**config.mk**
```make
export PLATFORM = sky130hd
export DESIGN_NAME = ccc_reduce
export DESIGN_NICKNAME = d
export VERILOG_FILES = /design/src/sv/ccc_pkg.sv /design/src/sv/ccc_reduce.sv
export SDC_FILE = /design/constraint.sdc
export NUM_CORES = 1
export LEC_CHECK = 0
export BUFFER_PORTS_ARGS = -buffer_cell sky130_fd_sc_hd__buf_2
export CORE_AREA = 5 5 182 184
export DETAILED_ROUTE_END_ITERATION = 6
export DIE_AREA = 0 0 187 189
export PLACE_DENSITY = 0.56
export SYNTH_ARGS = -nofsm -noshare
export SYNTH_HDL_FRONTEND = slang
export SYNTH_SLANG_ARGS = --single-unit
```
**constraint.sdc**
```tcl
create_clock -name clock -period 9.36 [get_ports clock]
set_input_delay 0.936 -clock clock [delete_from_list [all_inputs] [get_ports clock]]
set_output_delay 0.936 -clock clock [all_outputs]
set_load 0.01 [all_outputs]
```
**src/sv/ccc_pkg.sv**
```systemverilog
// ccc_pkg: shared constants, codes, pipeline types and helpers for the
// cartesian / cylindrical converter. No dependencies.
package ccc_pkg;

   // defaults for the top-level parameters
   localparam int CORDIC_STAGES_DEF = 20;
   localparam int FRAC_BITS_DEF     = 16;

   // internal number formats
   localparam int GUARD    = 16;  // guard bits on data
   localparam int ANG_FRAC = 30;  // angles are Q.30 radians
   localparam int DW       = 52;  // cordic x / y width, signed
   localparam int AW       = 36;  // angle width, signed
   localparam int REM_W    = 56;  // angle magnitude before modulo reduction
   localparam int HI_W     = 64;  // scaled high word
   localparam int SAT_W    = 64;  // width fed to the saturator
   localparam int GAIN_W   = 30;
   localparam int ATAN_W   = 30;

   localparam logic [GAIN_W-1:0] GAIN_Q30 = 30'd652032874;

   localparam logic signed [AW-1:0] PI_ANG      = 36'sd3373259426;
   localparam logic signed [AW-1:0] HALF_PI_ANG = 36'sd1686629713;
   localparam logic signed [AW-1:0] TWO_PI_ANG  = 36'sd6746518852;
   localparam logic signed [AW-1:0] FOLD_HI_ANG = TWO_PI_ANG - HALF_PI_ANG;
   localparam logic [REM_W-1:0]     TWO_PI_REM  = 56'd6746518852;

   // atan(2^-i) in Q.30, truncated
   localparam logic [ATAN_W-1:0] ATAN_TABLE [32] = '{
      30'h3243F6A8, 30'h1DAC6705, 30'h0FADBAFC, 30'h07F56EA6, 30'h03FEAB76,
      30'h01FFD55B, 30'h00FFFAAA, 30'h007FFF55, 30'h003FFFEA, 30'h001FFFFD,
      30'h000FFFFF, 30'h0007FFFF, 30'h0003FFFF, 30'h0001FFFF, 30'h0000FFFF,
      30'h00007FFF, 30'h00003FFF, 30'h00001FFF, 30'h00000FFF, 30'h000007FF,
      30'h000003FF, 30'h000001FF, 30'h000000FF, 30'h0000007F, 30'h0000003F,
      30'h0000001F, 30'h0000000F, 30'h00000008, 30'h00000004, 30'h00000002,
      30'h00000001, 30'h00000000
   };

   // coordinate types
   localparam logic TYPE_CART = 1'b0;
   localparam logic TYPE_CYL  = 1'b1;

   // conversion modes
   localparam logic [1:0] MODE_PASS    = 2'd0;
   localparam logic [1:0] MODE_TO_CART = 2'd1;  // rotating cordic
   localparam logic [1:0] MODE_TO_CYL  = 2'd2;  // vectoring cordic

   typedef struct packed {
      logic [1:0]              mode;
      logic                    dst_type;
      logic [31:0]             third;
      logic                    flip;
      logic                    rem_neg;
      logic [REM_W-1:0]        rem;
      logic signed [AW-1:0]    angle;
      logic signed [DW-1:0]    x;
      logic signed [DW-1:0]    y;
   } cordic_type;

   typedef struct packed {
      logic [1:0]              mode;
      logic                    dst_type;
      logic [31:0]             third;
      logic signed [AW-1:0]    angle;
      logic signed [HI_W-1:0]  hi;
      logic signed [DW-1:0]    lo;
   } scaled_type;

   // clip to 32 bits, msb of the result is the clip flag
   function automatic logic [32:0] sat32(input logic signed [SAT_W-1:0] v);
      logic [32:0] res;
      if (v > 64'sd2147483647) begin
         res = {1'b1, 32'h7FFF_FFFF};
      end else if (v < -64'sd2147483648) begin
         res = {1'b1, 32'h8000_0000};
      end else begin
         res = {1'b0, v[31:0]};
      end
      return res;
   endfunction

endpackage

```
**src/sv/ccc_reduce.sv**
```systemverilog
// ccc_reduce: one restoring step of the angle reduction modulo 2pi.
// Depends on ccc_pkg.
module ccc_reduce #(
   parameter int STEP = 0
) (
   input  logic                clock,
   input  logic                reset,
   input  logic                up_valid,
   output logic                up_ready,
   input  ccc_pkg::cordic_type up_data,
   output logic                dn_valid,
   input  logic                dn_ready,
   output ccc_pkg::cordic_type dn_data
);

   localparam logic [ccc_pkg::REM_W-1:0] SUB_VAL = ccc_pkg::TWO_PI_REM << STEP;

   ccc_pkg::cordic_type data_in;
   ccc_pkg::cordic_type data_ff;
   logic                valid_ff;

   always_comb begin
      data_in = up_data;
      if (up_data.mode == ccc_pkg::MODE_TO_CART && up_data.rem >= SUB_VAL) begin
         data_in.rem = up_data.rem - SUB_VAL;
      end
   end

   assign up_ready = !valid_ff || dn_ready;

   always_ff @(posedge clock) begin
      if (reset) begin
         valid_ff <= 1'b0;
      end else if (up_ready) begin
         valid_ff <= up_valid;
      end
   end

   always_ff @(posedge clock) begin
      if (up_ready && up_valid) begin
         data_ff <= data_in;
      end
   end

   assign dn_valid = valid_ff;
   assign dn_data  = data_ff;

endmodule

```
Yosys cells after proc, flatten, opt, wreduce, memory -nomap -nowiden --
Index checks and enable logic that the tools add are counted.
Storage, ports and cells: register bits 234, output and inout bits 235
Operators by class: order comparisons 1, reductions and logical operators 4, mux-type cells 1, eq/ne operators 1, $add $sub $neg 1
Operators by type and width (number):
- $ge A56 B33 Y1 const B | 1
- $mux W56 | 1
- $sub A56 B33 Y56 const B | 1
- $eq A2 B1 Y1 const B | 1
- $logic_and A1 B1 Y1 | 2
- $logic_not A1 Y1 | 1
- $logic_or A1 B1 Y1 | 1

Longest topological paths before layout --
word-level depth 3, depth in mapped cells 11

Least setup slack after synthesis --
OpenSTA, ideal clock, no wires.
kind input to register, from input dn_ready, to register data_ff (netlist bit dn_data[0]), enable pin, arrival time 6.457 ns, data required time 8.736 ns, setup time 0.624 ns, slack 2.279 ns, stages 2, cell sequence nand2b_1 -> and2_1
On the way: longest elaborated chain between the ends 2
Ends and longest elaborated chain:
- start: declaration | line ccc_reduce.sv:12 | input logic dn_ready,
- $logic_or A1 B1 Y1 | line ccc_reduce.sv:29 | assign up_ready = !valid_ff || dn_ready;
- $logic_and A1 B1 Y1 | line ccc_reduce.sv:40 | if (up_ready && up_valid) begin
- end signal: assignment | line ccc_reduce.sv:41 | data_ff <= data_in;
- end: declaration | line ccc_reduce.sv:19 | ccc_pkg::cordic_type data_ff;
No other way between the ends. A chain may end at the register's enable or synchronous reset.

==> metrics.txt <==
Post-synth EDFFs=233; first-pass GRT wire length=around 43000 µm; aggregate routed wire length=29400 µm; post-cts resize count=0; power density cells=203 mW/mm²; Final Util=39.7%; met3 wire length=between 2000 and 3000 µm; DRT Pass-1 Iters=4; vias in the first global route=6577; Worst-Margin Slew=1.17 ns; Fin. Hold Viols=0; status=finished, final reports clean; CP endpoint kind=flip-flop; Setup Crit Path Kind=in2reg; commonest non-fill, non-tap cells in the layout=buf_2 (471), edfxtp_1 (233), xnor2_1 (33); Die X=187 µm; vias per cell=4.40; top_reg_cell synth=edfxtp_1; critical path data required time=9.62 ns; htree depth=1; Residual DRC=0; combinational share of power=9.4%; Area growth syn-to-layout=42.9%; internal power component=between 1.5 and 2 mW; Seq cells post-synth=234; Ports=472; total negative slack=0 ns; Synth Instances=483; met1 wire length=10900 µm; Worst-Skew Late Latency=0.51 ns; Hold WC Path Type=reg2reg; Max Clk Rate=270 MHz; power share of the clock group=41.0%; part of the power in registers=49.6%; Net Count, Synth=between 700 and 800; CP max stage cell=o21a_1; Setup crit start kind=input port; crit path DAT=about 4.0 ns; leakage=5.07 nW; Tmin final=between 3 and 4 ns; commonest non-fill, non-tap cell in the layout=buf_2; Slew Viols, Final=0; Post-DP HPWL=~24000 µm; initial antenna violation count=9; Via Count=6169; Synth Warn #=0; CTS tree=built; highest metal used=met5; Mean Syn Cell Area=between 15 and 20 µm²; Setup Skew=0.00914 ns; die area=0.0353 mm²; RSZ-0062 raised after global routing=no; crit-path max cell delay=0.95 ns; Syn Std Cell Area=slightly below 0.009 mm²; number of DRC markers in iteration 0=287; Nets=1214; Seq/Total Area, Yosys=80.9%; switch share=22.0%; worst setup margin=5.66 ns; TritonCTS Buffers=26; clk root buf=clkbuf_16; max cap viols=0; largest net degree at the start of global routing=75; CP max FO=31; Total Power=2.52 mW; grt ovf=0; GPL Wtd Cong=0.841; Initial Utilization=between 20% and 30%; DR WL/cell=between 20 and 25 µm; part of the cycle the worst path needs=39.5%; CP cell instances=buf_2, inv_1, ha_1, or3b_2, a21boi_2, a21oi_1, a41o_2, o21a_1, o2111ai_1, xnor2_1; Final setup viols=0; Yosys cell types=61; port bufs=roughly 470; Clock Sinks=approximately 230; layout cell share with drive strength beyond 1=around 53%; Clock Path Buffers=3; core area=0.0312 mm²; ys async rst share=0%; Tot GR Track Use=15.8%; row count=65; Post-CTS Setup Inserts=0; final antenna-violating net count=0; NetSw=554 µW; Rel. slew slack=between 20 and 25%; Die Y=189 µm; Post-CTS Hold Fix Bufs=0; dpl ws=5.17 ns; met2 wire length=between 15000 and 20000 µm; Max IR drop VDD=0.134 mV; area post-placement=about 0.012 mm²; Clock transition at path regs=0.06 ns; Design Area, Final=0.0124 mm²
[area by class of cell]
type	count	area, µm²
diodes	6	15.0
clock buffers	32	694
clock inverters	15	174
fillers	3034	18800
inverters	7	26.3
multi-input cells	231	1570
flip-flops and latches	234	7020
well taps	402	503
repair buffers	475	2390
[critical path: cells and delay by family]
kind,cells,cell delay (ns)
xor+xnor,1,0.20
compound gates,5,2.16
simple gates,1,0.24
fa+ha+maj,1,0.21
buf+inv,2,0.19
[metal layers]
metal | vias to the layer above | GRT usage, %
li1 | 2876 | -
met1 | 2966 | 17.9
met2 | 288 | 28.4
met3 | 37 | 5.51
met4 | 2 | 4.07
met5 | - | 0
[state kept, by name, indices dropped and copies added (netlist names)]
signal	flops
dn_data	233
dn_valid	1
[logic make-up (layout without fill, tap and decap cells)]
family / after synthesis / count (layout) / share of synthesized area (%)
flip-flops: 234 / 234 / 80.9
buffers and inverters: 18 / 529 / 0.996
other: 0 / 6 / 0
AO/OA/AOI/OAI: 47 / 47 / 4.00
adder cells (fa/ha/maj): 2 / 2 / 0.289
AND/OR/NAND/NOR: 129 / 129 / 8.33
XOR/XNOR: 53 / 53 / 5.44
[stage by stage]
step / instances / hold slack, ns
6_report: 1402 / 0.570
5_1_grt: 1401 / 0.552
4_1_cts: 1396 / 0.550
3_5_place_dp: 1349 / 0.545
3_3_place_gp: 1349 / 0.538
2_1_floorplan: 483 / 0.593
[power groups by stage]
stage	logic (mW)	clock network [mW]	registers, mW
after floorplan	0.0576	0	1.32
after global placement	0.238	0	1.27
after detailed placement	0.240	0	1.27
after CTS	0.241	1.07	1.25
after global routing	0.258	1.12	1.25
final	0.237	1.03	1.25
[Yosys cell counts (all sizes together) (4+ instances only)]
cell    instances  area [µm²]
xnor2          34         305
nor3           10        55.1
nor4           11        68.8
a21oi          10        53.8
edfxtp        233        7000
buf             8        48.8
or3             4        25.0
nor2           28         105
a21boi          4        33.8
inv             7        26.3
xor2           19         166
or4             4        33.8
o21ai          10        61.3
nand4           9        56.3
nand3          12        60.1
or2             6        37.5
and2            5        31.3
nand2          20        75.1
[final timing paths]
| check | startpoint | endpoint | slack, ns | depth (start not counted) |
|---|---|---|---|---|
| max | up_data[142] | dn_data[187] | 5.66 | 10 |
| min | dn_valid | dn_valid | 0.57 | 2 |
| max reg2reg | dn_valid | dn_data[174] | 6.51 | 4 |
| min reg2reg | dn_valid | dn_valid | 0.57 | 2 |
No activity file was read; power rests on OpenSTA's default activity.
