## config.mk

```make
export PLATFORM = sky130hd
export DESIGN_NAME = ccc_fold
export DESIGN_NICKNAME = d
export VERILOG_FILES = /design/src/sv/ccc_pkg.sv /design/src/sv/ccc_fold.sv
export SDC_FILE = /design/constraint.sdc
export NUM_CORES = 1
export LEC_CHECK = 0
export BUFFER_PORTS_ARGS = -buffer_cell sky130_fd_sc_hd__buf_2
export CAP_MARGIN = 15
export CORE_AREA = 2 2 181 183
export CTS_CLUSTER_SIZE = 12
export DETAILED_ROUTE_END_ITERATION = 8
export DIE_AREA = 0 0 183 185
export GPL_TIMING_DRIVEN = 1
export PLACE_DENSITY_LB_ADDON = 0.2
export SYNTH_ARGS = -nofsm -noshare
export SYNTH_HDL_FRONTEND = slang
export SYNTH_SLANG_ARGS = --single-unit
```

## constraint.sdc

```tcl
create_clock -name clock -period 8.1 [get_ports clock]
set_clock_uncertainty 0.1 [all_clocks]
set_input_delay 0.405 -clock clock [delete_from_list [all_inputs] [get_ports clock]]
set_output_delay 0.405 -clock clock [all_outputs]
set_load 0.02 [all_outputs]
```

## src/sv/ccc_pkg.sv

```systemverilog
// ccc_pkg: shared constants, codes, pipeline types and helpers for the
// cartesian / cylindrical converter. No dependencies.
package ccc_pkg;

   // defaults for the top-level parameters
   localparam int CORDIC_STAGES_DEF = 20;
   localparam int FRAC_BITS_DEF     = 16;

   // internal number formats
   localparam int GUARD    = 16;  // guard bits on data
   localparam int ANG_FRAC = 30;  // angles are Q.30 radians
   localparam int DW       = 52;  // cordic x / y width, signed
   localparam int AW       = 36;  // angle width, signed
   localparam int REM_W    = 56;  // angle magnitude before modulo reduction
   localparam int HI_W     = 64;  // scaled high word
   localparam int SAT_W    = 64;  // width fed to the saturator
   localparam int GAIN_W   = 30;
   localparam int ATAN_W   = 30;

   localparam logic [GAIN_W-1:0] GAIN_Q30 = 30'd652032874;

   localparam logic signed [AW-1:0] PI_ANG      = 36'sd3373259426;
   localparam logic signed [AW-1:0] HALF_PI_ANG = 36'sd1686629713;
   localparam logic signed [AW-1:0] TWO_PI_ANG  = 36'sd6746518852;
   localparam logic signed [AW-1:0] FOLD_HI_ANG = TWO_PI_ANG - HALF_PI_ANG;
   localparam logic [REM_W-1:0]     TWO_PI_REM  = 56'd6746518852;

   // atan(2^-i) in Q.30, truncated
   localparam logic [ATAN_W-1:0] ATAN_TABLE [32] = '{
      30'h3243F6A8, 30'h1DAC6705, 30'h0FADBAFC, 30'h07F56EA6, 30'h03FEAB76,
      30'h01FFD55B, 30'h00FFFAAA, 30'h007FFF55, 30'h003FFFEA, 30'h001FFFFD,
      30'h000FFFFF, 30'h0007FFFF, 30'h0003FFFF, 30'h0001FFFF, 30'h0000FFFF,
      30'h00007FFF, 30'h00003FFF, 30'h00001FFF, 30'h00000FFF, 30'h000007FF,
      30'h000003FF, 30'h000001FF, 30'h000000FF, 30'h0000007F, 30'h0000003F,
      30'h0000001F, 30'h0000000F, 30'h00000008, 30'h00000004, 30'h00000002,
      30'h00000001, 30'h00000000
   };

   // coordinate types
   localparam logic TYPE_CART = 1'b0;
   localparam logic TYPE_CYL  = 1'b1;

   // conversion modes
   localparam logic [1:0] MODE_PASS    = 2'd0;
   localparam logic [1:0] MODE_TO_CART = 2'd1;  // rotating cordic
   localparam logic [1:0] MODE_TO_CYL  = 2'd2;  // vectoring cordic

   typedef struct packed {
      logic [1:0]              mode;
      logic                    dst_type;
      logic [31:0]             third;
      logic                    flip;
      logic                    rem_neg;
      logic [REM_W-1:0]        rem;
      logic signed [AW-1:0]    angle;
      logic signed [DW-1:0]    x;
      logic signed [DW-1:0]    y;
   } cordic_type;

   typedef struct packed {
      logic [1:0]              mode;
      logic                    dst_type;
      logic [31:0]             third;
      logic signed [AW-1:0]    angle;
      logic signed [HI_W-1:0]  hi;
      logic signed [DW-1:0]    lo;
   } scaled_type;

   // clip to 32 bits, msb of the result is the clip flag
   function automatic logic [32:0] sat32(input logic signed [SAT_W-1:0] v);
      logic [32:0] res;
      if (v > 64'sd2147483647) begin
         res = {1'b1, 32'h7FFF_FFFF};
      end else if (v < -64'sd2147483648) begin
         res = {1'b1, 32'h8000_0000};
      end else begin
         res = {1'b0, v[31:0]};
      end
      return res;
   endfunction

endpackage

```

## src/sv/ccc_fold.sv

```systemverilog
// ccc_fold: folds the reduced angle into [-pi/2, pi/2] and restores its sign.
// Depends on ccc_pkg.
module ccc_fold (
   input  logic                clock,
   input  logic                reset,
   input  logic                up_valid,
   output logic                up_ready,
   input  ccc_pkg::cordic_type up_data,
   output logic                dn_valid,
   input  logic                dn_ready,
   output ccc_pkg::cordic_type dn_data
);

   logic signed [ccc_pkg::AW-1:0] mag;
   logic signed [ccc_pkg::AW-1:0] folded;
   logic                          flip;
   ccc_pkg::cordic_type           data_in;
   ccc_pkg::cordic_type           data_ff;
   logic                          valid_ff;

   // magnitude is below 2pi here
   assign mag = $signed({1'b0, up_data.rem[ccc_pkg::AW-2:0]});

   always_comb begin
      if (mag <= ccc_pkg::HALF_PI_ANG) begin
         folded = mag;
         flip   = 1'b0;
      end else if (mag < ccc_pkg::FOLD_HI_ANG) begin
         folded = mag - ccc_pkg::PI_ANG;
         flip   = 1'b1;
      end else begin
         folded = mag - ccc_pkg::TWO_PI_ANG;
         flip   = 1'b0;
      end
      data_in = up_data;
      if (up_data.mode == ccc_pkg::MODE_TO_CART) begin
         data_in.angle = up_data.rem_neg ? -folded : folded;
         data_in.flip  = flip;
      end
   end

   assign up_ready = !valid_ff || dn_ready;

   always_ff @(posedge clock) begin
      if (reset) begin
         valid_ff <= 1'b0;
      end else if (up_ready) begin
         valid_ff <= up_valid;
      end
   end

   always_ff @(posedge clock) begin
      if (up_ready && up_valid) begin
         data_ff <= data_in;
      end
   end

   assign dn_valid = valid_ff;
   assign dn_data  = data_ff;

endmodule

```

* Yosys cells after proc, flatten, opt, wreduce, memory -nomap -nowiden
Index checks and enable logic that the tools add are counted.
Word-level totals: flip-flop bits (word level) 234, latch bits 0, bits in writable memories 0, memory bits (read-only) 0, input bits 237, output and inout bits 235, word-level logic and storage cells 26, memories kept 0
Operators by class: add/subtract/negate cells 3, multiply operators 0, div/mod/pow operators 0, magnitude comparators 2, equal/unequal tests 1, shift-type cells 0, mux-type cells 7, bitwise logic cells 0, reduce and logical (&&, ||, !) cells 3
Operators with widths (number):
- 36-bit two-way mux | 4
- 36-bit negation | 1
- 35-bit by 32-bit subtractor with 36-bit output, second input constant | 1
- 35-bit by 33-bit subtractor with 36-bit output, second input constant | 1
- 35-bit by 31-bit <= comparator with 1-bit output, second input constant | 1
- 35-bit by 33-bit less-than comparator with 1-bit output, second input constant | 1
- 1-bit two-way mux | 3
- 2-bit by 1-bit equality test with 1-bit output, second input constant | 1
- 1-bit logical AND | 1
- 1-bit logical NOT | 1
- 1-bit logical OR | 1

* Depth between registers and ports, before layout
word-level depth 6, depth in mapped cells 17, depth with buffers taken out 15

* Worst setup path after synthesis
OpenSTA, ideal clock, no wires.
path type input port to flip-flop, from in dn_ready, to reg data_ff, in the netlist dn_data[0] (enable), arrival time 6.001 ns, setup slack 1.377 ns, stages on the path 2, cells stage by stage nand2b_1 and2_1
Between the ends: word-level cells in the longest chain between the ends 2
Ends and longest elaborated chain:
- start: declaration | RTL line ccc_fold.sv:10 | input logic dn_ready,
- 1-bit logical OR | RTL line ccc_fold.sv:42 | assign up_ready = !valid_ff || dn_ready;
- 1-bit logical AND | RTL line ccc_fold.sv:53 | if (up_ready && up_valid) begin
- end signal: assignment | RTL line ccc_fold.sv:54 | data_ff <= data_in;
- end: declaration | RTL line ccc_fold.sv:18 | ccc_pkg::cordic_type data_ff;
No other way between the ends. A chain may end at the register's enable or synchronous reset.

==> run_results.csv <==
group,metric,value,unit
cts,htreeDepth,1,
drt,drcViolationCount,0,
die,die_area,33860,um^2
global_routing,grt_pass1_wl,58710,um
setup_path,r2r_setup_slack,5.77,ns
drt,drtPass1Iterations,5,
global_routing,grtUsageTotal,0.2351,
job,cap_violations,0,
timing,fmax,0.1928,GHz
timing,fin_crit,5.187,ns
timing,setup_slack,2.913,ns
cts,clock_sinks,234,
drt,via_per_inst,5.151,
synthesis,syn_inst,800,
global_routing,grt_antenna_before_repair,10,
timing,tightest_slew,1.126,ns
timing,setup_viol,0,
cts,insertion_delay,0.54,ns
final_layout,fin_nets,1651,
synthesis,synth-seq-cells,234,
power_and_ir_drop,ir_drop,146.4,uV
timing,drv_slew,0,
setup_path,slowest_stage,"nor2_2",
drt,drt_iter0_drc,1027,
setup_path,critical_path.cell_chain,"buf_2 -> inv_1 -> ha_1 -> a211oi_1 -> o31ai_1 -> and3_1 -> nor2_2 -> nand3_1 -> xnor2_1 -> ha_1 -> o21ai_0 -> nor4_2 -> nand2_1 -> o41ai_2 -> xnor2_1 -> o21ai_1",
timing,min_period_over_period,0.6403,
timing,hold_viol_final,0,
power_and_ir_drop,p_per_area,202.6,nW/um^2
global_routing,grt_remaining_overflow,0,
synthesis,yosysWarnings,0,
drt,wire_per_inst,22.64,um
die,core_area,32040,um^2
synthesis,yosys.cell_types.count,87,
placement,hpwl,31460,um
setup_path,worstPathRequired,8.26,ns
cts,cts_tree,"yes",
synthesis,synth-seq-area-share,0.6623,
drt,num_vias,9513,
timing,finalSetupTns,0,ns
placement,port_buffers,471,
synthesis,syn_area_per_cell,13.24,um^2
setup_path,crit_family,"simple AND/OR/NAND/NOR gates",
cts,clk_pin_slew,0.06,ns
global_routing,grt_max_degree,130,
power_and_ir_drop,power_leakage,6.354,nW
cts,cts_buffers,27,
synthesis,syn_area,10590,um^2
placement,post-place-ws,2.367,ns
run_status,outcome,"complete, no violations",
setup_path,crit_buf_inv,2,
final_layout,drive_above_1_share,0.3895,
die,pin_count,472,
min_path,min_path_type,"input pin to register",
final_layout,syn2layout_area_growth,48.35,%
final_layout,mostFrequentLayoutCell,"buf_2",
die,rows,66,
synthesis,async_flop_share,0,
setup_path,crit_path_max_incr_delay,0.95,ns
setup_path,start_kind,"input pin",
timing,rsz0062_at_grt,"no",
setup_path,worstSetupEndpointType,"register",
placement,gp_congestion,0.9069,
synthesis,syn_nets,1041,
die,start_util,0.3306,
timing,max-slew-margin-rel,0.2487,
cts,cts-root-buf,"clkbuf_16",
drt,ant_nets,0,
drt,drt_wl_total,41820,um
power_and_ir_drop,total_power,3.184,mW
cts,cts_resized,0,
die,die_w,183,um
timing,whs,0.02324,ns
setup_path,cp_max_fo,26,
synthesis,synth_ff_type,"edfxtp_1",
die,die-height,185,um
setup_path,critical_path_class,"input pin to register",
final_layout,layout.cells.most_common_list,"buf_2 (471), edfxtp_1 (233), dlygate4sd3_1 (155)",
setup_path,cp.arrival,5.35,ns
cts,max-clock-path-buffers,3,
synthesis,synth-edff-count,233,
global_routing,grt_pass1_vias,9278,
-- what timing repair did --
item | CTS | global route
setup endpoints to repair | 0 | 0
buffers inserted | 0 | 0
hold endpoints to repair | 154 | 0
hold buffers | 155 | 0
-- kinds of logic (layout without fill, tap and decap cells) --
kind of cell               count (synthesis)  after routing  synth area share
and+or+nand+nor                          246            246            0.1270
DFF                                      234            234            0.6623
AOI/OAI and AO/OA                        206            206            0.1422
buffers and inverters                     66            696           0.02728
xor gates and xnor gates                  43             43           0.03555
adders and majority gates                  4              4          0.004724
muxes                                      1              1         0.0009449
other                                      0              9                 0
-- routing by layer --
| layer | vias to the layer above | routed length (um) | share of wire | track usage |
|---|---|---|---|---|
| met5 | - | 20 | 0.00048 | 0 |
| met4 | 4 | 1029 | 0.025 | 0.06816 |
| met3 | 62 | 3475 | 0.083 | 0.05938 |
| met2 | 464 | 20160 | 0.48 | 0.3909 |
| met1 | 4619 | 17130 | 0.41 | 0.3043 |
| li1 | 4364 | - | - | - |
-- power by group --
group | internal, mW | total [mW] | switching (mW)
clock network | 0.707 | 1.19 | 0.488
logic | 0.205 | 0.543 | 0.338
registers | 1.43 | 1.45 | 0.0209
total | 2.34 | 3.18 | 0.847
-- flip-flops by register name, indices dropped and copies added, names as in the netlist --
| register | cells |
|---|---|
| dn_data | 233 |
| dn_valid | 1 |
-- layout make-up --
class / count / area, um^2
antenna: 9 / 22.52
clock buffer: 34 / 701.9
clock inverter: 15 / 156.4
fill: 2925 / 16320
inverter: 17 / 63.81
multi-input combinational: 500 / 3293
sequential: 234 / 7017
tap: 408 / 510.5
timing repair buffer: 630 / 3951
-- worst paths after layout --
| check | cells after the start | endpoint | startpoint |
|---|---|---|---|
| setup / recovery | 16 | dn_data[134] | up_data[142] |
| setup reg to reg | 3 | dn_data[212] | dn_valid |
| hold reg to reg | 2 | dn_data[191] | dn_valid |
| hold / removal | 1 | dn_data[89] | up_data[89] |
-- synthesized netlist by cell type, types with 4 or more instances --
| cell | count | area, um^2 |
|---|---|---|
| edfxtp_1 | 233 | 6997 |
| nand2_1 | 76 | 285.3 |
| o21ai_0 | 50 | 250.2 |
| clkbuf_1 | 35 | 131.4 |
| a21oi_1 | 27 | 135.1 |
| nor2_1 | 26 | 97.59 |
| nand3_1 | 25 | 125.1 |
| xor2_1 | 25 | 219.0 |
| nor3_1 | 23 | 115.1 |
| xnor2_1 | 18 | 157.7 |
| inv_1 | 17 | 63.81 |
| o31ai_1 | 15 | 112.6 |
| o21ai_1 | 14 | 70.07 |
| nor4_1 | 12 | 75.07 |
| nand4_1 | 10 | 62.56 |
| or3_1 | 10 | 62.56 |
| a211oi_1 | 9 | 67.56 |
| and3_1 | 9 | 56.30 |
| and2_1 | 8 | 50.05 |
| buf_2 | 8 | 40.04 |
| o41ai_2 | 8 | 130.1 |
| o22ai_1 | 7 | 43.79 |
| nor4_2 | 6 | 75.07 |
| nand2b_1 | 5 | 31.28 |
| o21a_1 | 5 | 37.54 |
| or2_2 | 5 | 31.28 |
| a211o_1 | 4 | 35.03 |
| a21o_1 | 4 | 30.03 |
| a31oi_1 | 4 | 25.02 |
| ha_1 | 4 | 50.05 |
| nor2b_1 | 4 | 25.02 |
| o221ai_1 | 4 | 35.03 |
-- per-stage QoR --
step	utilization	instance area [um^2]	cells
after floorplan	-	10590	800
after global placement	0.4146	13280	1634
after detailed placement	0.4146	13280	1634
after CTS	0.4898	15690	1838
after global routing	0.4904	15710	1846
final	0.4905	15720	1847
No activity file was read; power rests on OpenSTA's default activity.
