**config.mk**
```make
export PLATFORM = sky130hd
export DESIGN_NAME = ccc_scale
export DESIGN_NICKNAME = d
export VERILOG_FILES = /design/src/sv/ccc_pkg.sv /design/src/sv/ccc_scale.sv
export SDC_FILE = /design/constraint.sdc
export NUM_CORES = 2
export LEC_CHECK = 0
export BUFFER_PORTS_ARGS = -buffer_cell sky130_fd_sc_hd__buf_2
export CELL_PAD_IN_SITES_DETAIL_PLACEMENT = 0
export CELL_PAD_IN_SITES_GLOBAL_PLACEMENT = 1
export CORE_UTILIZATION = 50
export CTS_BUF_LIST = sky130_fd_sc_hd__clkbuf_8
export CTS_CLUSTER_SIZE = 24
export DETAILED_ROUTE_END_ITERATION = 8
export PLACE_DENSITY = 0.95
export SLEW_MARGIN = 20
export SYNTH_ARGS = -nofsm -noshare
export SYNTH_HDL_FRONTEND = slang
export SYNTH_SLANG_ARGS = --single-unit
```
**constraint.sdc**
```tcl
create_clock -name clock -period 20.7 [get_ports clock]
set_input_delay 6.21 -clock clock [delete_from_list [all_inputs] [get_ports clock]]
set_output_delay 6.21 -clock clock [all_outputs]
set_load 0.01 [all_outputs]
```
**src/sv/ccc_pkg.sv**
```systemverilog
// ccc_pkg: shared constants, codes, pipeline types and helpers for the
// cartesian / cylindrical converter. No dependencies.
package ccc_pkg;

   // defaults for the top-level parameters
   localparam int CORDIC_STAGES_DEF = 20;
   localparam int FRAC_BITS_DEF     = 16;

   // internal number formats
   localparam int GUARD    = 16;  // guard bits on data
   localparam int ANG_FRAC = 30;  // angles are Q.30 radians
   localparam int DW       = 52;  // cordic x / y width, signed
   localparam int AW       = 36;  // angle width, signed
   localparam int REM_W    = 56;  // angle magnitude before modulo reduction
   localparam int HI_W     = 64;  // scaled high word
   localparam int SAT_W    = 64;  // width fed to the saturator
   localparam int GAIN_W   = 30;
   localparam int ATAN_W   = 30;

   localparam logic [GAIN_W-1:0] GAIN_Q30 = 30'd652032874;

   localparam logic signed [AW-1:0] PI_ANG      = 36'sd3373259426;
   localparam logic signed [AW-1:0] HALF_PI_ANG = 36'sd1686629713;
   localparam logic signed [AW-1:0] TWO_PI_ANG  = 36'sd6746518852;
   localparam logic signed [AW-1:0] FOLD_HI_ANG = TWO_PI_ANG - HALF_PI_ANG;
   localparam logic [REM_W-1:0]     TWO_PI_REM  = 56'd6746518852;

   // atan(2^-i) in Q.30, truncated
   localparam logic [ATAN_W-1:0] ATAN_TABLE [32] = '{
      30'h3243F6A8, 30'h1DAC6705, 30'h0FADBAFC, 30'h07F56EA6, 30'h03FEAB76,
      30'h01FFD55B, 30'h00FFFAAA, 30'h007FFF55, 30'h003FFFEA, 30'h001FFFFD,
      30'h000FFFFF, 30'h0007FFFF, 30'h0003FFFF, 30'h0001FFFF, 30'h0000FFFF,
      30'h00007FFF, 30'h00003FFF, 30'h00001FFF, 30'h00000FFF, 30'h000007FF,
      30'h000003FF, 30'h000001FF, 30'h000000FF, 30'h0000007F, 30'h0000003F,
      30'h0000001F, 30'h0000000F, 30'h00000008, 30'h00000004, 30'h00000002,
      30'h00000001, 30'h00000000
   };

   // coordinate types
   localparam logic TYPE_CART = 1'b0;
   localparam logic TYPE_CYL  = 1'b1;

   // conversion modes
   localparam logic [1:0] MODE_PASS    = 2'd0;
   localparam logic [1:0] MODE_TO_CART = 2'd1;  // rotating cordic
   localparam logic [1:0] MODE_TO_CYL  = 2'd2;  // vectoring cordic

   typedef struct packed {
      logic [1:0]              mode;
      logic                    dst_type;
      logic [31:0]             third;
      logic                    flip;
      logic                    rem_neg;
      logic [REM_W-1:0]        rem;
      logic signed [AW-1:0]    angle;
      logic signed [DW-1:0]    x;
      logic signed [DW-1:0]    y;
   } cordic_type;

   typedef struct packed {
      logic [1:0]              mode;
      logic                    dst_type;
      logic [31:0]             third;
      logic signed [AW-1:0]    angle;
      logic signed [HI_W-1:0]  hi;
      logic signed [DW-1:0]    lo;
   } scaled_type;

   // clip to 32 bits, msb of the result is the clip flag
   function automatic logic [32:0] sat32(input logic signed [SAT_W-1:0] v);
      logic [32:0] res;
      if (v > 64'sd2147483647) begin
         res = {1'b1, 32'h7FFF_FFFF};
      end else if (v < -64'sd2147483648) begin
         res = {1'b1, 32'h8000_0000};
      end else begin
         res = {1'b0, v[31:0]};
      end
      return res;
   endfunction

endpackage

```
**src/sv/ccc_scale.sv**
```systemverilog
// ccc_scale: gain multiply for rho and quadrant sign fix for x / y.
// Depends on ccc_pkg.
module ccc_scale (
   input  logic                clock,
   input  logic                reset,
   input  logic                up_valid,
   output logic                up_ready,
   input  ccc_pkg::cordic_type up_data,
   output logic                dn_valid,
   input  logic                dn_ready,
   output ccc_pkg::scaled_type dn_data
);

   localparam int XH_W = 33;  // vectoring x stays below 2^49
   localparam int HP_W = XH_W + ccc_pkg::GAIN_W;
   localparam int LP_W = ccc_pkg::GUARD + ccc_pkg::GAIN_W;

   logic [XH_W-1:0]               xh;
   logic [ccc_pkg::GUARD-1:0]     xl;
   logic [HP_W-1:0]               hi_prod;
   logic [LP_W-1:0]               lo_prod;
   logic signed [ccc_pkg::DW-1:0] x_fix;
   logic signed [ccc_pkg::DW-1:0] y_fix;
   ccc_pkg::scaled_type           data_in;
   ccc_pkg::scaled_type           data_ff;
   logic                          valid_ff;

   assign xh      = up_data.x[ccc_pkg::GUARD+XH_W-1:ccc_pkg::GUARD];
   assign xl      = up_data.x[ccc_pkg::GUARD-1:0];
   assign hi_prod = HP_W'(xh) * HP_W'(ccc_pkg::GAIN_Q30);
   assign lo_prod = LP_W'(xl) * LP_W'(ccc_pkg::GAIN_Q30);
   assign x_fix   = up_data.flip ? -up_data.x : up_data.x;
   assign y_fix   = up_data.flip ? -up_data.y : up_data.y;

   always_comb begin
      data_in.mode     = up_data.mode;
      data_in.dst_type = up_data.dst_type;
      data_in.third    = up_data.third;
      data_in.angle    = up_data.angle;
      case (up_data.mode)
         ccc_pkg::MODE_TO_CYL: begin
            data_in.hi = $signed(ccc_pkg::HI_W'(hi_prod));
            data_in.lo = $signed(ccc_pkg::DW'(lo_prod));
         end
         ccc_pkg::MODE_TO_CART: begin
            data_in.hi = ccc_pkg::HI_W'(x_fix);
            data_in.lo = y_fix;
         end
         default: begin
            data_in.hi = ccc_pkg::HI_W'(up_data.x);
            data_in.lo = up_data.y;
         end
      endcase
   end

   assign up_ready = !valid_ff || dn_ready;

   always_ff @(posedge clock) begin
      if (reset) begin
         valid_ff <= 1'b0;
      end else if (up_ready) begin
         valid_ff <= up_valid;
      end
   end

   always_ff @(posedge clock) begin
      if (up_ready && up_valid) begin
         data_ff <= data_in;
      end
   end

   assign dn_valid = valid_ff;
   assign dn_data  = data_ff;

endmodule

```
# ---- Word-level counts from Yosys, hierarchy flattened
# Index checks and enable logic that the tools add are counted.
dict set report word_totals {
  inputBits 237
  elab_cells 19
  output_inout_bits 189
  register_bits 188
}
dict set report op_classes {
  n_eq_ne 2
  muxes 3
  add_sub_neg 2
  reduce_logical 3
  mul 2
}
# op n
set ops {}
lappend ops {{one-hot mux 116 bit (2 select lines)} 1}
lappend ops {{two-way mux 52 bit} 2}
lappend ops {{negation 52 bit} 2}
lappend ops {{multiplier 33 x 29 -> 62 bit, second input constant} 1}
lappend ops {{multiplier 16 x 29 -> 45 bit, second input constant} 1}
lappend ops {{equality test 2 x 1 -> 1 bit, second input constant} 1}
lappend ops {{equality test 2 bit, second input constant} 1}
lappend ops {{logical AND 1 bit} 1}
lappend ops {{logical NOT 1 bit} 1}
lappend ops {{logical OR 1 bit} 1}

# ---- Longest topological paths before layout
dict set report depth {
  ltp_word 3
  mapped_depth 27
  mapped_depth_nobuf 26
}

# ---- Least setup slack after synthesis
# OpenSTA, ideal clock, no wires.
dict set report synth_timing {
  path_kind {input to register}
  start {input port up_data[76] in the netlist's numbering}
  end {register data_ff, in the netlist dn_data[113], data pin}
  setup_slack_ns 7.355
  t_required_ns 20.433
  cell_stages 26
  path_buffers 1
  setup_ns 0.267
  arrival_time_ns 13.078
  path_cell_list {inv_1 fa_1 fa_1 inv_1 fa_1 inv_1 fa_1 inv_1 fa_1 fa_1 fa_1 inv_1 fa_1 inv_1 ha_1 clkbuf_1 nand2_1 nor2_1 or4b_2 nor4_1 a21oi_1 o211ai_1 a31oi_1 o31ai_1 xnor2_1 o21ai_0}
}
# item line_no
set synth_rtl {}
lappend synth_rtl {{start, declared} ccc_scale.sv:8} ;# input ccc_pkg::cordic_type up_data,
lappend synth_rtl {{end signal, assigned} ccc_scale.sv:68} ;# data_ff <= data_in;
lappend synth_rtl {{end, declared} ccc_scale.sv:25} ;# ccc_pkg::scaled_type data_ff;

==> key figures <==
Run status
  • Status: complete, no violations

Worst setup path
  • Slowest-stage cell, CP: or4b_2
  • Reg2Reg Launch Point: dn_valid$_SDFFE_PP0N_
  • Crit path buffers/inverters: 7
  • CP Capture Type: register
  • Crit path required time: 21.04 ns
  • R2r endpoint: dn_data[1]$_DFFE_PP_
  • Crit-path leading delay family: adder cells
  • FF-to-FF setup slack: 18.36 ns
  • CP max stage delay: approximately 0.66 ns
  • Worst Reg-to-Reg Cells: 3
  • CP dominant cell by count: fa_1
  • Startpoint Class: input pin
  • Crit path DAT: around 15 ns
  • Critical path class: input pin to register
  • Worst-path fanout max: 10

CTS
  • Worst-Skew Late Latency: between 0.6 and 0.7 ns
  • TritonCTS Sinks: 188
  • CTS tree: built
  • Clock Tree Root: clkbuf_8
  • H-tree depth: 4
  • Clk buf depth: 2
  • Hold-fix buffers, CTS: 0
  • Cts bufs inserted: 17
  • Postcts setup bufs: 0
  • Post-cts sizing count: 0
  • Clock slew at reported path FFs: 0.13 ns

Placement
  • Dpl hpwl: 97400 um
  • Placer Congestion: roughly 1
  • Port Buffer Count: between 300 and 400

GRT
  • Antenna violations before repair: 21
  • Largest net degree at the start of global routing: between 90 and 100
  • First-pass GRT wire length: about 180000 um
  • Number of global-route vias before repair: just under 30k
  • Remaining Overflow, GRT: 0
  • GRT Util Overall: between 30% and 40%

Detailed routing
  • DRC viols: 0
  • Routed WL: 116000 um
  • Pre-antenna DRT Iters: 7
  • DRT iter0 DRCs: 2334
  • Via count of the routed design: ~28k
  • WL per Instance: between 20 and 25 um
  • Routed Antenna Nets: 0
  • Via density: 5.65

Floorplan
  • Starting Density: between 50% and 60%
  • Die Ht: 275 um
  • Die X: roughly 280 um
  • Row cnt: slightly below 100
  • Total die area: 75800 um^2
  • Placeable Area: ~73000 um^2
  • Top Ports: 426

Synthesis
  • Synth top area share: a little over a third
  • Post-synthesis async set-or-reset flop share: 0%
  • Synthesized Nets: 5197
  • Synth area leaders: fa_1 (35%), ha_1 (19%), edfxtp_1 (15%)
  • Syn avg cell area: 9.98 um^2
  • Yosys Warn Count: 0
  • Yosys reg bits: 188
  • Mapped Area: 37400 um^2
  • Register area share after synthesis: 15.1%
  • Post-synth top area cell: fa_1
  • EDFF count, synth: 187
  • Synth cell types: 76
  • Post-Syn Instances: between 3k and 4k
  • Prevailing post-synth register cell: edfxtp_1

STA
  • Tcrit/Tclk final: a little over two thirds
  • RSZ-0062 raised after global routing: false
  • Fin. Hold Viols: 0
  • Slew Limit Fails: 0
  • Crit path time final: 14.39 ns
  • Worst Skew: ~0.029 ns
  • Final setup TNS: 0 ns
  • Slew headroom: approximately 28%
  • Worst-margin pin slew: about 1.1 ns
  • Final setup vio count: 0
  • Max Clock Freq: 69.5 MHz

Cells and area
  • Share of layout cells above drive strength 1: 10.9%
  • Final #Nets: 5503
  • # fillers: between 6k and 7k
  • Syn-to-layout area delta: 8.77%

Job
  • Max-cap violation count: 0

Hold path
  • Hold endpoint: dn_valid$_SDFFE_PP0N_
  • Min-delay src: dn_valid$_SDFFE_PP0N_
  • Worst Hold Path Cells: 2
  • Hold Crit Class: register to register
-- registers in the layout, summed over array words and instances, names as in the netlist --
name      flops
dn_data     187
dn_valid      1
-- cell usage after synthesis (20+ instances only) --
cell,count
o22ai_1,34
edfxtp_1,187
a22oi_1,20
inv_1,1011
ha_1,558
xnor2_1,59
fa_1,658
clkbuf_1,79
o31ai_1,28
nand2_1,153
o21ai_0,135
nand4_1,21
nand3_1,46
o221ai_1,25
xor2_1,37
and3_1,22
a21o_1,69
nor3_1,58
nor2_1,72
a21oi_1,215
-- worst max path at each step --
stage                startpoint                      to  slack (ns)  cells past startpoint
detailed placement  up_data[81]  dn_data[113]$_DFFE_PP_        5.92                     26
global route        up_data[82]  dn_data[113]$_DFFE_PP_        6.21                     26
global placement    up_data[80]  dn_data[113]$_DFFE_PP_        5.96                     26
CTS                 up_data[81]  dn_data[113]$_DFFE_PP_        6.58                     26
floorplan           up_data[76]  dn_data[113]$_DFFE_PP_        7.35                     26
finish              up_data[82]  dn_data[113]$_DFFE_PP_        6.31                     26
-- stage by stage --
step / cell area (um^2) / utilization [%] / instances / hold slack, ns / worst slack, ns
2_1_floorplan: 37400 / - / 3744 / 0.593 / 7.35
3_3_place_gp: 40200 / 54.7 / 4990 / 0.542 / 5.96
3_5_place_dp: 40200 / 54.7 / 4990 / 0.563 / 5.92
4_1_cts: 40600 / 55.3 / 5022 / 0.581 / 6.58
5_1_grt: 40600 / 55.3 / 5027 / 0.631 / 6.21
6_report: 40600 / 55.3 / 5031 / 0.579 / 6.31
-- kinds of logic after synthesis --
| family | Yosys count | synth area share (%) |
|---|---|---|
| multiplexers | 4 | 0.110 |
| buffers and inverters | 1106 | 11.1 |
| XOR/XNOR | 96 | 2.25 |
| flip-flops | 188 | 15.1 |
| AO/OA/AOI/OAI | 671 | 11.4 |
| adder cells (fa/ha/maj) | 1216 | 53.9 |
| AND/OR/NAND/NOR | 463 | 6.10 |
-- final cells by class --
cell class / instances / area [um^2] / share of cell area (%)
multi-input cells: 2450 / 27600 / 67.9
flip-flops and latches: 188 / 5640 / 13.9
inverters: 1011 / 3790 / 9.34
repair buffers: 382 / 1950 / 4.80
well taps: 959 / 1200 / 2.95
clock buffers: 17 / 234 / 0.576
clock inverters: 15 / 199 / 0.489
diodes: 9 / 22.5 / 0.0554
-- layout by cell type (no fill, tap or decap), types with 12 or more instances in the layout --
cell type,netlist,final
a21o_1,69,69
a21oi_1,215,215
a22oi_1,20,20
a31o_2,12,12
a31oi_1,16,16
and3_1,22,22
buf_2,0,367
buf_4,0,15
clkbuf_8,0,17
edfxtp_1,187,187
fa_1,658,658
ha_1,558,556
inv_1,1011,1011
nand2_1,153,152
nand3_1,46,46
nand4_1,21,21
nor2_1,72,71
nor3_1,58,58
o21a_1,13,13
o21ai_0,135,135
o21bai_1,12,12
o221ai_1,25,25
o22ai_1,34,34
o31ai_1,28,28
or3_1,17,17
xnor2_1,59,59
xor2_1,37,37
-- routing by layer --
layer	track usage [%]	up-vias	share of wire (%)
met1	40.9	14000	40
li1	-	12800	-
met4	12.7	22	4.2
met3	8.29	260	10
met2	50.6	1364	46
met5	0	-	0.12
-- worst reg2reg max path, stage by stage (launching register included) --
cell	delay [ns]
dfxtp_1	0.34
nand2b_1	0.12
and2_4	0.59
buf_4	0.83
Power is left out: the tool's default activity adds up to more than one toggle a clock period on the data nets, which glitch-free logic cannot reach.
