==> src/sv/ccc_pkg.sv <==
// ccc_pkg: shared constants, codes, pipeline types and helpers for the
// cartesian / cylindrical converter. No dependencies.
package ccc_pkg;

   // defaults for the top-level parameters
   localparam int CORDIC_STAGES_DEF = 20;
   localparam int FRAC_BITS_DEF     = 16;

   // internal number formats
   localparam int GUARD    = 16;  // guard bits on data
   localparam int ANG_FRAC = 30;  // angles are Q.30 radians
   localparam int DW       = 52;  // cordic x / y width, signed
   localparam int AW       = 36;  // angle width, signed
   localparam int REM_W    = 56;  // angle magnitude before modulo reduction
   localparam int HI_W     = 64;  // scaled high word
   localparam int SAT_W    = 64;  // width fed to the saturator
   localparam int GAIN_W   = 30;
   localparam int ATAN_W   = 30;

   localparam logic [GAIN_W-1:0] GAIN_Q30 = 30'd652032874;

   localparam logic signed [AW-1:0] PI_ANG      = 36'sd3373259426;
   localparam logic signed [AW-1:0] HALF_PI_ANG = 36'sd1686629713;
   localparam logic signed [AW-1:0] TWO_PI_ANG  = 36'sd6746518852;
   localparam logic signed [AW-1:0] FOLD_HI_ANG = TWO_PI_ANG - HALF_PI_ANG;
   localparam logic [REM_W-1:0]     TWO_PI_REM  = 56'd6746518852;

   // atan(2^-i) in Q.30, truncated
   localparam logic [ATAN_W-1:0] ATAN_TABLE [32] = '{
      30'h3243F6A8, 30'h1DAC6705, 30'h0FADBAFC, 30'h07F56EA6, 30'h03FEAB76,
      30'h01FFD55B, 30'h00FFFAAA, 30'h007FFF55, 30'h003FFFEA, 30'h001FFFFD,
      30'h000FFFFF, 30'h0007FFFF, 30'h0003FFFF, 30'h0001FFFF, 30'h0000FFFF,
      30'h00007FFF, 30'h00003FFF, 30'h00001FFF, 30'h00000FFF, 30'h000007FF,
      30'h000003FF, 30'h000001FF, 30'h000000FF, 30'h0000007F, 30'h0000003F,
      30'h0000001F, 30'h0000000F, 30'h00000008, 30'h00000004, 30'h00000002,
      30'h00000001, 30'h00000000
   };

   // coordinate types
   localparam logic TYPE_CART = 1'b0;
   localparam logic TYPE_CYL  = 1'b1;

   // conversion modes
   localparam logic [1:0] MODE_PASS    = 2'd0;
   localparam logic [1:0] MODE_TO_CART = 2'd1;  // rotating cordic
   localparam logic [1:0] MODE_TO_CYL  = 2'd2;  // vectoring cordic

   typedef struct packed {
      logic [1:0]              mode;
      logic                    dst_type;
      logic [31:0]             third;
      logic                    flip;
      logic                    rem_neg;
      logic [REM_W-1:0]        rem;
      logic signed [AW-1:0]    angle;
      logic signed [DW-1:0]    x;
      logic signed [DW-1:0]    y;
   } cordic_type;

   typedef struct packed {
      logic [1:0]              mode;
      logic                    dst_type;
      logic [31:0]             third;
      logic signed [AW-1:0]    angle;
      logic signed [HI_W-1:0]  hi;
      logic signed [DW-1:0]    lo;
   } scaled_type;

   // clip to 32 bits, msb of the result is the clip flag
   function automatic logic [32:0] sat32(input logic signed [SAT_W-1:0] v);
      logic [32:0] res;
      if (v > 64'sd2147483647) begin
         res = {1'b1, 32'h7FFF_FFFF};
      end else if (v < -64'sd2147483648) begin
         res = {1'b1, 32'h8000_0000};
      end else begin
         res = {1'b0, v[31:0]};
      end
      return res;
   endfunction

endpackage

==> src/sv/ccc_prep.sv <==
// ccc_prep: first pipeline stage, decodes the conversion and sets up the
// cordic operands. Depends on ccc_pkg.
module ccc_prep #(
   parameter int FRAC_BITS = ccc_pkg::FRAC_BITS_DEF
) (
   input  logic                clock,
   input  logic                reset,
   input  logic                up_valid,
   output logic                up_ready,
   input  logic                source_type,
   input  logic                target_type,
   input  logic signed [31:0]  first_coord,
   input  logic signed [31:0]  second_coord,
   input  logic signed [31:0]  third_coord,
   output logic                dn_valid,
   input  logic                dn_ready,
   output ccc_pkg::cordic_type dn_data
);

   localparam int ANG_SHIFT  = ccc_pkg::ANG_FRAC - FRAC_BITS;
   localparam int GAIN_SHIFT = ccc_pkg::ANG_FRAC - ccc_pkg::GUARD;
   localparam int PROD_W     = 32 + ccc_pkg::GAIN_W + 1;

   logic signed [PROD_W-1:0]      gain_prod;
   logic signed [32:0]            b_wide;
   logic [32:0]                   b_mag;
   logic signed [ccc_pkg::DW-1:0] a_ext;
   logic signed [ccc_pkg::DW-1:0] b_ext;
   logic signed [ccc_pkg::DW-1:0] a_guard;
   logic signed [ccc_pkg::DW-1:0] b_guard;
   ccc_pkg::cordic_type           data_in;
   ccc_pkg::cordic_type           data_ff;
   logic                          valid_ff;

   // rho * K, back to data format with guard bits
   assign gain_prod = PROD_W'(first_coord) * $signed({1'b0, ccc_pkg::GAIN_Q30});

   assign b_wide  = 33'(second_coord);
   assign b_mag   = b_wide[32] ? 33'(-b_wide) : b_wide;
   assign a_ext   = ccc_pkg::DW'(first_coord);
   assign b_ext   = ccc_pkg::DW'(second_coord);
   assign a_guard = a_ext <<< ccc_pkg::GUARD;
   assign b_guard = b_ext <<< ccc_pkg::GUARD;

   always_comb begin
      data_in          = '0;
      data_in.dst_type = target_type;
      data_in.third    = third_coord;
      if (source_type == target_type) begin
         data_in.mode = ccc_pkg::MODE_PASS;
         data_in.x    = a_ext;
         data_in.y    = b_ext;
      end else if (source_type == ccc_pkg::TYPE_CYL) begin
         data_in.mode    = ccc_pkg::MODE_TO_CART;
         data_in.x       = ccc_pkg::DW'(gain_prod >>> GAIN_SHIFT);
         data_in.rem     = ccc_pkg::REM_W'(b_mag) << ANG_SHIFT;
         data_in.rem_neg = second_coord[31];
      end else if (first_coord == 32'sd0 && second_coord == 32'sd0) begin
         // origin: rho and phi are both zero
         data_in.mode = ccc_pkg::MODE_PASS;
      end else begin
         data_in.mode = ccc_pkg::MODE_TO_CYL;
         if (first_coord[31]) begin
            // left half plane: turn by pi, the offset seeds the angle
            data_in.x     = -a_guard;
            data_in.y     = -b_guard;
            data_in.angle = second_coord[31] ? -ccc_pkg::PI_ANG : ccc_pkg::PI_ANG;
         end else begin
            data_in.x = a_guard;
            data_in.y = b_guard;
         end
      end
   end

   assign up_ready = !valid_ff || dn_ready;

   always_ff @(posedge clock) begin
      if (reset) begin
         valid_ff <= 1'b0;
      end else if (up_ready) begin
         valid_ff <= up_valid;
      end
   end

   always_ff @(posedge clock) begin
      if (up_ready && up_valid) begin
         data_ff <= data_in;
      end
   end

   assign dn_valid = valid_ff;
   assign dn_data  = data_ff;

endmodule

==> config.mk <==
export PLATFORM = sky130hd
export DESIGN_NAME = ccc_prep
export DESIGN_NICKNAME = d
export VERILOG_FILES = /design/src/sv/ccc_pkg.sv /design/src/sv/ccc_prep.sv
export SDC_FILE = /design/constraint.sdc
export NUM_CORES = 2
export LEC_CHECK = 0
export BUFFER_PORTS_ARGS = -buffer_cell sky130_fd_sc_hd__buf_2
export CORE_ASPECT_RATIO = 0.5
export CORE_UTILIZATION = 60
export CTS_CLUSTER_SIZE = 8
export DETAILED_ROUTE_END_ITERATION = 6
export PLACE_DENSITY = 0.86
export RECOVER_POWER = 100
export SLEW_MARGIN = 10
export SYNTH_ARGS = -nofsm -noshare
export SYNTH_HDL_FRONTEND = slang
export SYNTH_SLANG_ARGS = --single-unit
==> constraint.sdc <==
create_clock -name clock -period 15.1 [get_ports clock]
set_input_delay 3.02 -clock clock [delete_from_list [all_inputs] [get_ports clock]]
set_output_delay 3.02 -clock clock [all_outputs]
set_load 0.05 [all_outputs]
**Word level (Yosys, flattened, before mapping)**

Cells that the tools add are included.

- Flip-flop bits (word level): 233
- Bits of input ports: 102
- Logic and storage cells: 39
- Output and inout port bits: 235

- $add $sub $neg: 3
- Equality and inequality tests: 1
- Muxes and demuxes: 9
- Reductions and logical operators: 10
- Bitwise logic cells: 3
- Multiply operators: 1

Operators with widths:

| cell | count |
|---|---|
| 2-to-1 mux 104 bit | 3 |
| 2-to-1 mux 52 bit | 2 |
| negator 48 -> 52 bit | 2 |
| zero test 32 bit | 2 |
| multiplier 32 x 30 -> 62 bit, second input constant | 1 |
| 2-to-1 mux 36 bit | 1 |
| negator 32 -> 33 bit | 1 |
| 2-to-1 mux 31 bit | 1 |
| OR reduction 2 bit | 2 |
| OR reduction 4 bit | 1 |
| inverter 1 bit | 3 |
| OR reduction 3 bit | 1 |
| logical AND 1 bit | 2 |
| 2-to-1 mux 2 bit | 1 |
| equality test 1 bit | 1 |
| zero test 1 bit | 1 |
| logical OR 1 bit | 1 |
| 2-to-1 mux 1 bit | 1 |

**Logic depth before layout (Yosys ltp)**

- Word-level depth: 5
- Gate-level depth with buffers: 30
- Gate-level depth less buffers: 28

**Worst setup path before layout**

No wires, ideal clock.

- Kind: in2reg
- From: input first_coord[31]
- To: register data_ff (netlist bit dn_data[102]) (data pin)
- Cell stages on the path: 28
- Setup slack: 3.274 ns
- Arrival time: 11.571 ns
- Data required time: 14.845 ns
- Setup time: 0.255 ns
- Buffers on the path: 3
- Cell sequence: inv_1 -> clkbuf_1 -> clkbuf_1 -> ha_1 -> fa_1 -> inv_1 -> fa_1 -> inv_1 -> fa_1 -> inv_1 -> fa_1 -> inv_1 -> fa_1 -> fa_1 -> inv_1 -> fa_1 -> inv_1 -> ha_1 -> clkbuf_1 -> a21o_1 -> a21o_1 -> a21oi_1 -> nor2_1 -> o41ai_1 -> o21ai_0 -> o2111a_1 -> a221o_1 -> a31o_1

RTL lines:

| item | line | source |
|---|---|---|
| from (decl) | ccc_prep.sv:12 | `input logic signed [31:0] first_coord,` |
| to (signal assigned) | ccc_prep.sv:87 | `data_ff <= data_in;` |
| to (decl) | ccc_prep.sv:32 | `ccc_pkg::cordic_type data_ff;` |

==> results.cfg <==
[drt]
wl_per_cell_um = 24.8
routed_via_density = 5.93
drt-total-wl_mm = 96.0
drtIter0Drc = 2926
detail_route.first_pass.iterations = 7
remaining_drc_errors = 29
vias = 22911
antenna_left = 0

[layout]
num_antenna_cells = 0
drive_above_1_share_pct = 4.74
syn2layout_area_growth_pct = 6.70
fillers = 3889
final_nets = 4138

[grt]
grt_pass1_wl_mm = 140
globalRouteOverflowTotal = 0
antenna_found_initial = 1
grt_usage_pct = 38.6
grt_pass1_vias = 22581
grt_max_degree = 86

[outcome]
status = finished with violations
violations = DRC, capacitance limit, slew limit

[placement]
globalplace.congestion = 1.10
io_buffer_count = 311
hpwl_mm = 81.1

[synth]
yosysWarnings = 0
ys_seq_area_share_pct = 18.1
yosysTopAreaCell = fa_1
avgSynthCellArea_um2 = 9.81
yosys_most_used_dff = edfxtp_1
ys_ff_latch = 177
synth_area_leaders = fa_1, edfxtp_1, ha_1
synth_edf_count = 176
synth_xor_area_share_pct = 6.59
synthSimpleGateAreaFrac_pct = 8.07
yosys-top-cells-count = inv_1, fa_1, ha_1
synthDistinctLibCells = 80
netlist_area_um2 = 29400
synth.area.mux_share_pct = 0.421
yosysMostFrequentCell = inv_1
synth_top_family_by_area = adder cells
netlist_instances = 2996
yosysTopAreaCellShare_pct = 28.7
synthAdderAreaFrac_pct = 45.7
synth_compound_area_share_pct = 8.85
async_reset_ff_share_pct = 0

[worst_setup_path]
endpoint_kind = flip-flop
crit_arrival_ps = 11650
rr_startpoint = dn_valid
cp_max_fo = 11
critical_path_required_ps = 15180
r2r_cells = 3
worstSetupPathType = in -> reg
reg2reg_setup_slack_ps = 9190
reg2reg_to = dn_data[155]
cp-start-kind = input pin
crit_path_end = dn_data[98]
startpoint = first_coord[8]

[flow_run]
maxCapViolCount = 5

[floorplanning]
die_area_um2 = 49900
die_h_um = 158
io_pins = 337
die_x_um = 315
initial_core_util_pct = 61.8
core_um2 = 47600
rows = 56

[timing]
slew-limit-headroom_pct = -218
rsz0062_at_grt = no
fin_skew_ps = 11.1
fin_crit_sh_pct = 76.6
finalHoldViolations = 0
setup-tns-final_ps = 0
tightestPinTransition_ps = 4770
setup_viol = 0
fmax_ghz = 0.0864
fin_crit_ps = 11570
drv_slew = 303

[clock_tree]
cts_buffer_depth = 2
cts_sinks = 177
clk_latency_ps = 430
post_cts_resized = 0
cts_hold_buf = 0
post_cts_buffers = 0
clockRootBuffer = clkbuf_16
clk_pin_slew_worst_paths_ps = 80
cts_tree = yes
htreeDepth = 4
cts_buffers = 17

[min_path]
hp-class = reg -> reg
-- kinds of logic (layout without fill, tap and decap cells) --
| kind of cell | after synthesis | after routing |
|---|---|---|
| fa+ha+maj | 821 | 821 |
| buf+inv | 890 | 1097 |
| other cells | 1 | 26 |
| compound gates | 413 | 413 |
| xor+xnor | 221 | 221 |
| simple gates | 461 | 461 |
| mux | 12 | 12 |
| flops | 177 | 177 |
-- layer usage --
layer | vias up | share of wire (%) | track usage (%)
li1 | 9879 | - | -
met1 | 11194 | 41 | 52.8
met2 | 1550 | 42 | 57.4
met3 | 284 | 12 | 11.3
met4 | 4 | 4.8 | 16.0
met5 | - | 0.079 | 0.988
-- registers in the layout, indices dropped and copies added, names as in the netlist --
register / cells
dn_data: 176
dn_valid: 1
-- worst min path at each step --
stage	from	end	slack [ps]	depth (start not counted)
2_1_floorplan	dn_valid	dn_valid	1110	2
3_3_place_gp	dn_valid	dn_valid	510	2
3_5_place_dp	dn_valid	dn_valid	530	2
4_1_cts	dn_valid	dn_valid	540	2
5_1_grt	dn_valid	dn_valid	570	2
6_report	dn_valid	dn_valid	540	2
-- final cells by class --
type / instances / area, µm² / area share [%]
Tap cell: 638 / 798 / 2.55
Inverter: 742 / 2790 / 8.88
Timing Repair Buffer: 323 / 1360 / 4.34
Clock buffer: 18 / 429 / 1.37
Multi-Input combinational cell: 1954 / 20500 / 65.4
Clock inverter: 14 / 169 / 0.539
Sequential cell: 177 / 5310 / 16.9
-- metrics by stage --
stage / hold slack (ps) / utilization [%] / setup slack, ps / std cells / cell area, µm²
floorplan: 1110 / - / 3270 / 3021 / 29500
global placement: 509 / 65.4 / 3710 / 3834 / 31100
detailed placement: 526 / 65.4 / 3790 / 3834 / 31100
CTS: 540 / 66.7 / 4240 / 3866 / 31700
global route: 574 / 65.9 / 3380 / 3866 / 31400
finish: 536 / 65.9 / 3530 / 3866 / 31400
-- placed cells by master (no fill, tap or decap), types with 12 or more instances in the layout --
| master | Yosys | routed |
|---|---|---|
| a21o_1 | 48 | 48 |
| a21oi_1 | 124 | 124 |
| a22oi_1 | 12 | 12 |
| and2_0 | 1 | 18 |
| and2_1 | 50 | 33 |
| and3_1 | 15 | 15 |
| buf_2 | 5 | 95 |
| clkbuf_1 | 75 | 221 |
| clkbuf_16 | 0 | 17 |
| conb_1 | 1 | 26 |
| edfxtp_1 | 176 | 176 |
| fa_1 | 422 | 422 |
| ha_1 | 399 | 399 |
| inv_1 | 742 | 741 |
| nand2_1 | 156 | 155 |
| nand3_1 | 31 | 31 |
| nand4_1 | 26 | 26 |
| nor2_1 | 66 | 66 |
| nor2b_1 | 14 | 14 |
| nor3_1 | 32 | 32 |
| o21ai_0 | 100 | 103 |
| o221ai_1 | 14 | 14 |
| o31ai_1 | 31 | 31 |
| or3_1 | 19 | 24 |
| xnor2_1 | 110 | 110 |
| xor2_1 | 111 | 111 |
-- worst max-delay path, cell delays in order --
cell      delay [ps]
clkbuf_1         830
inv_1            250
ha_1             500
ha_1             260
a21oi_1          270
xnor2_1          140
ha_1             290
inv_1             50
fa_1             520
inv_1             70
fa_1             500
inv_1             50
fa_1             470
inv_1             60
fa_1             530
inv_1             90
fa_1             530
inv_1             50
ha_1             410
nand4_1          180
or3_1            400
o21ai_0          530
a41oi_1          510
o31ai_1          610
a211oi_1         180
xor2_1           180
o221ai_1         150
Power is not shown: default switching activity piles up to over one toggle a cycle in this logic, so the estimate is an artifact.
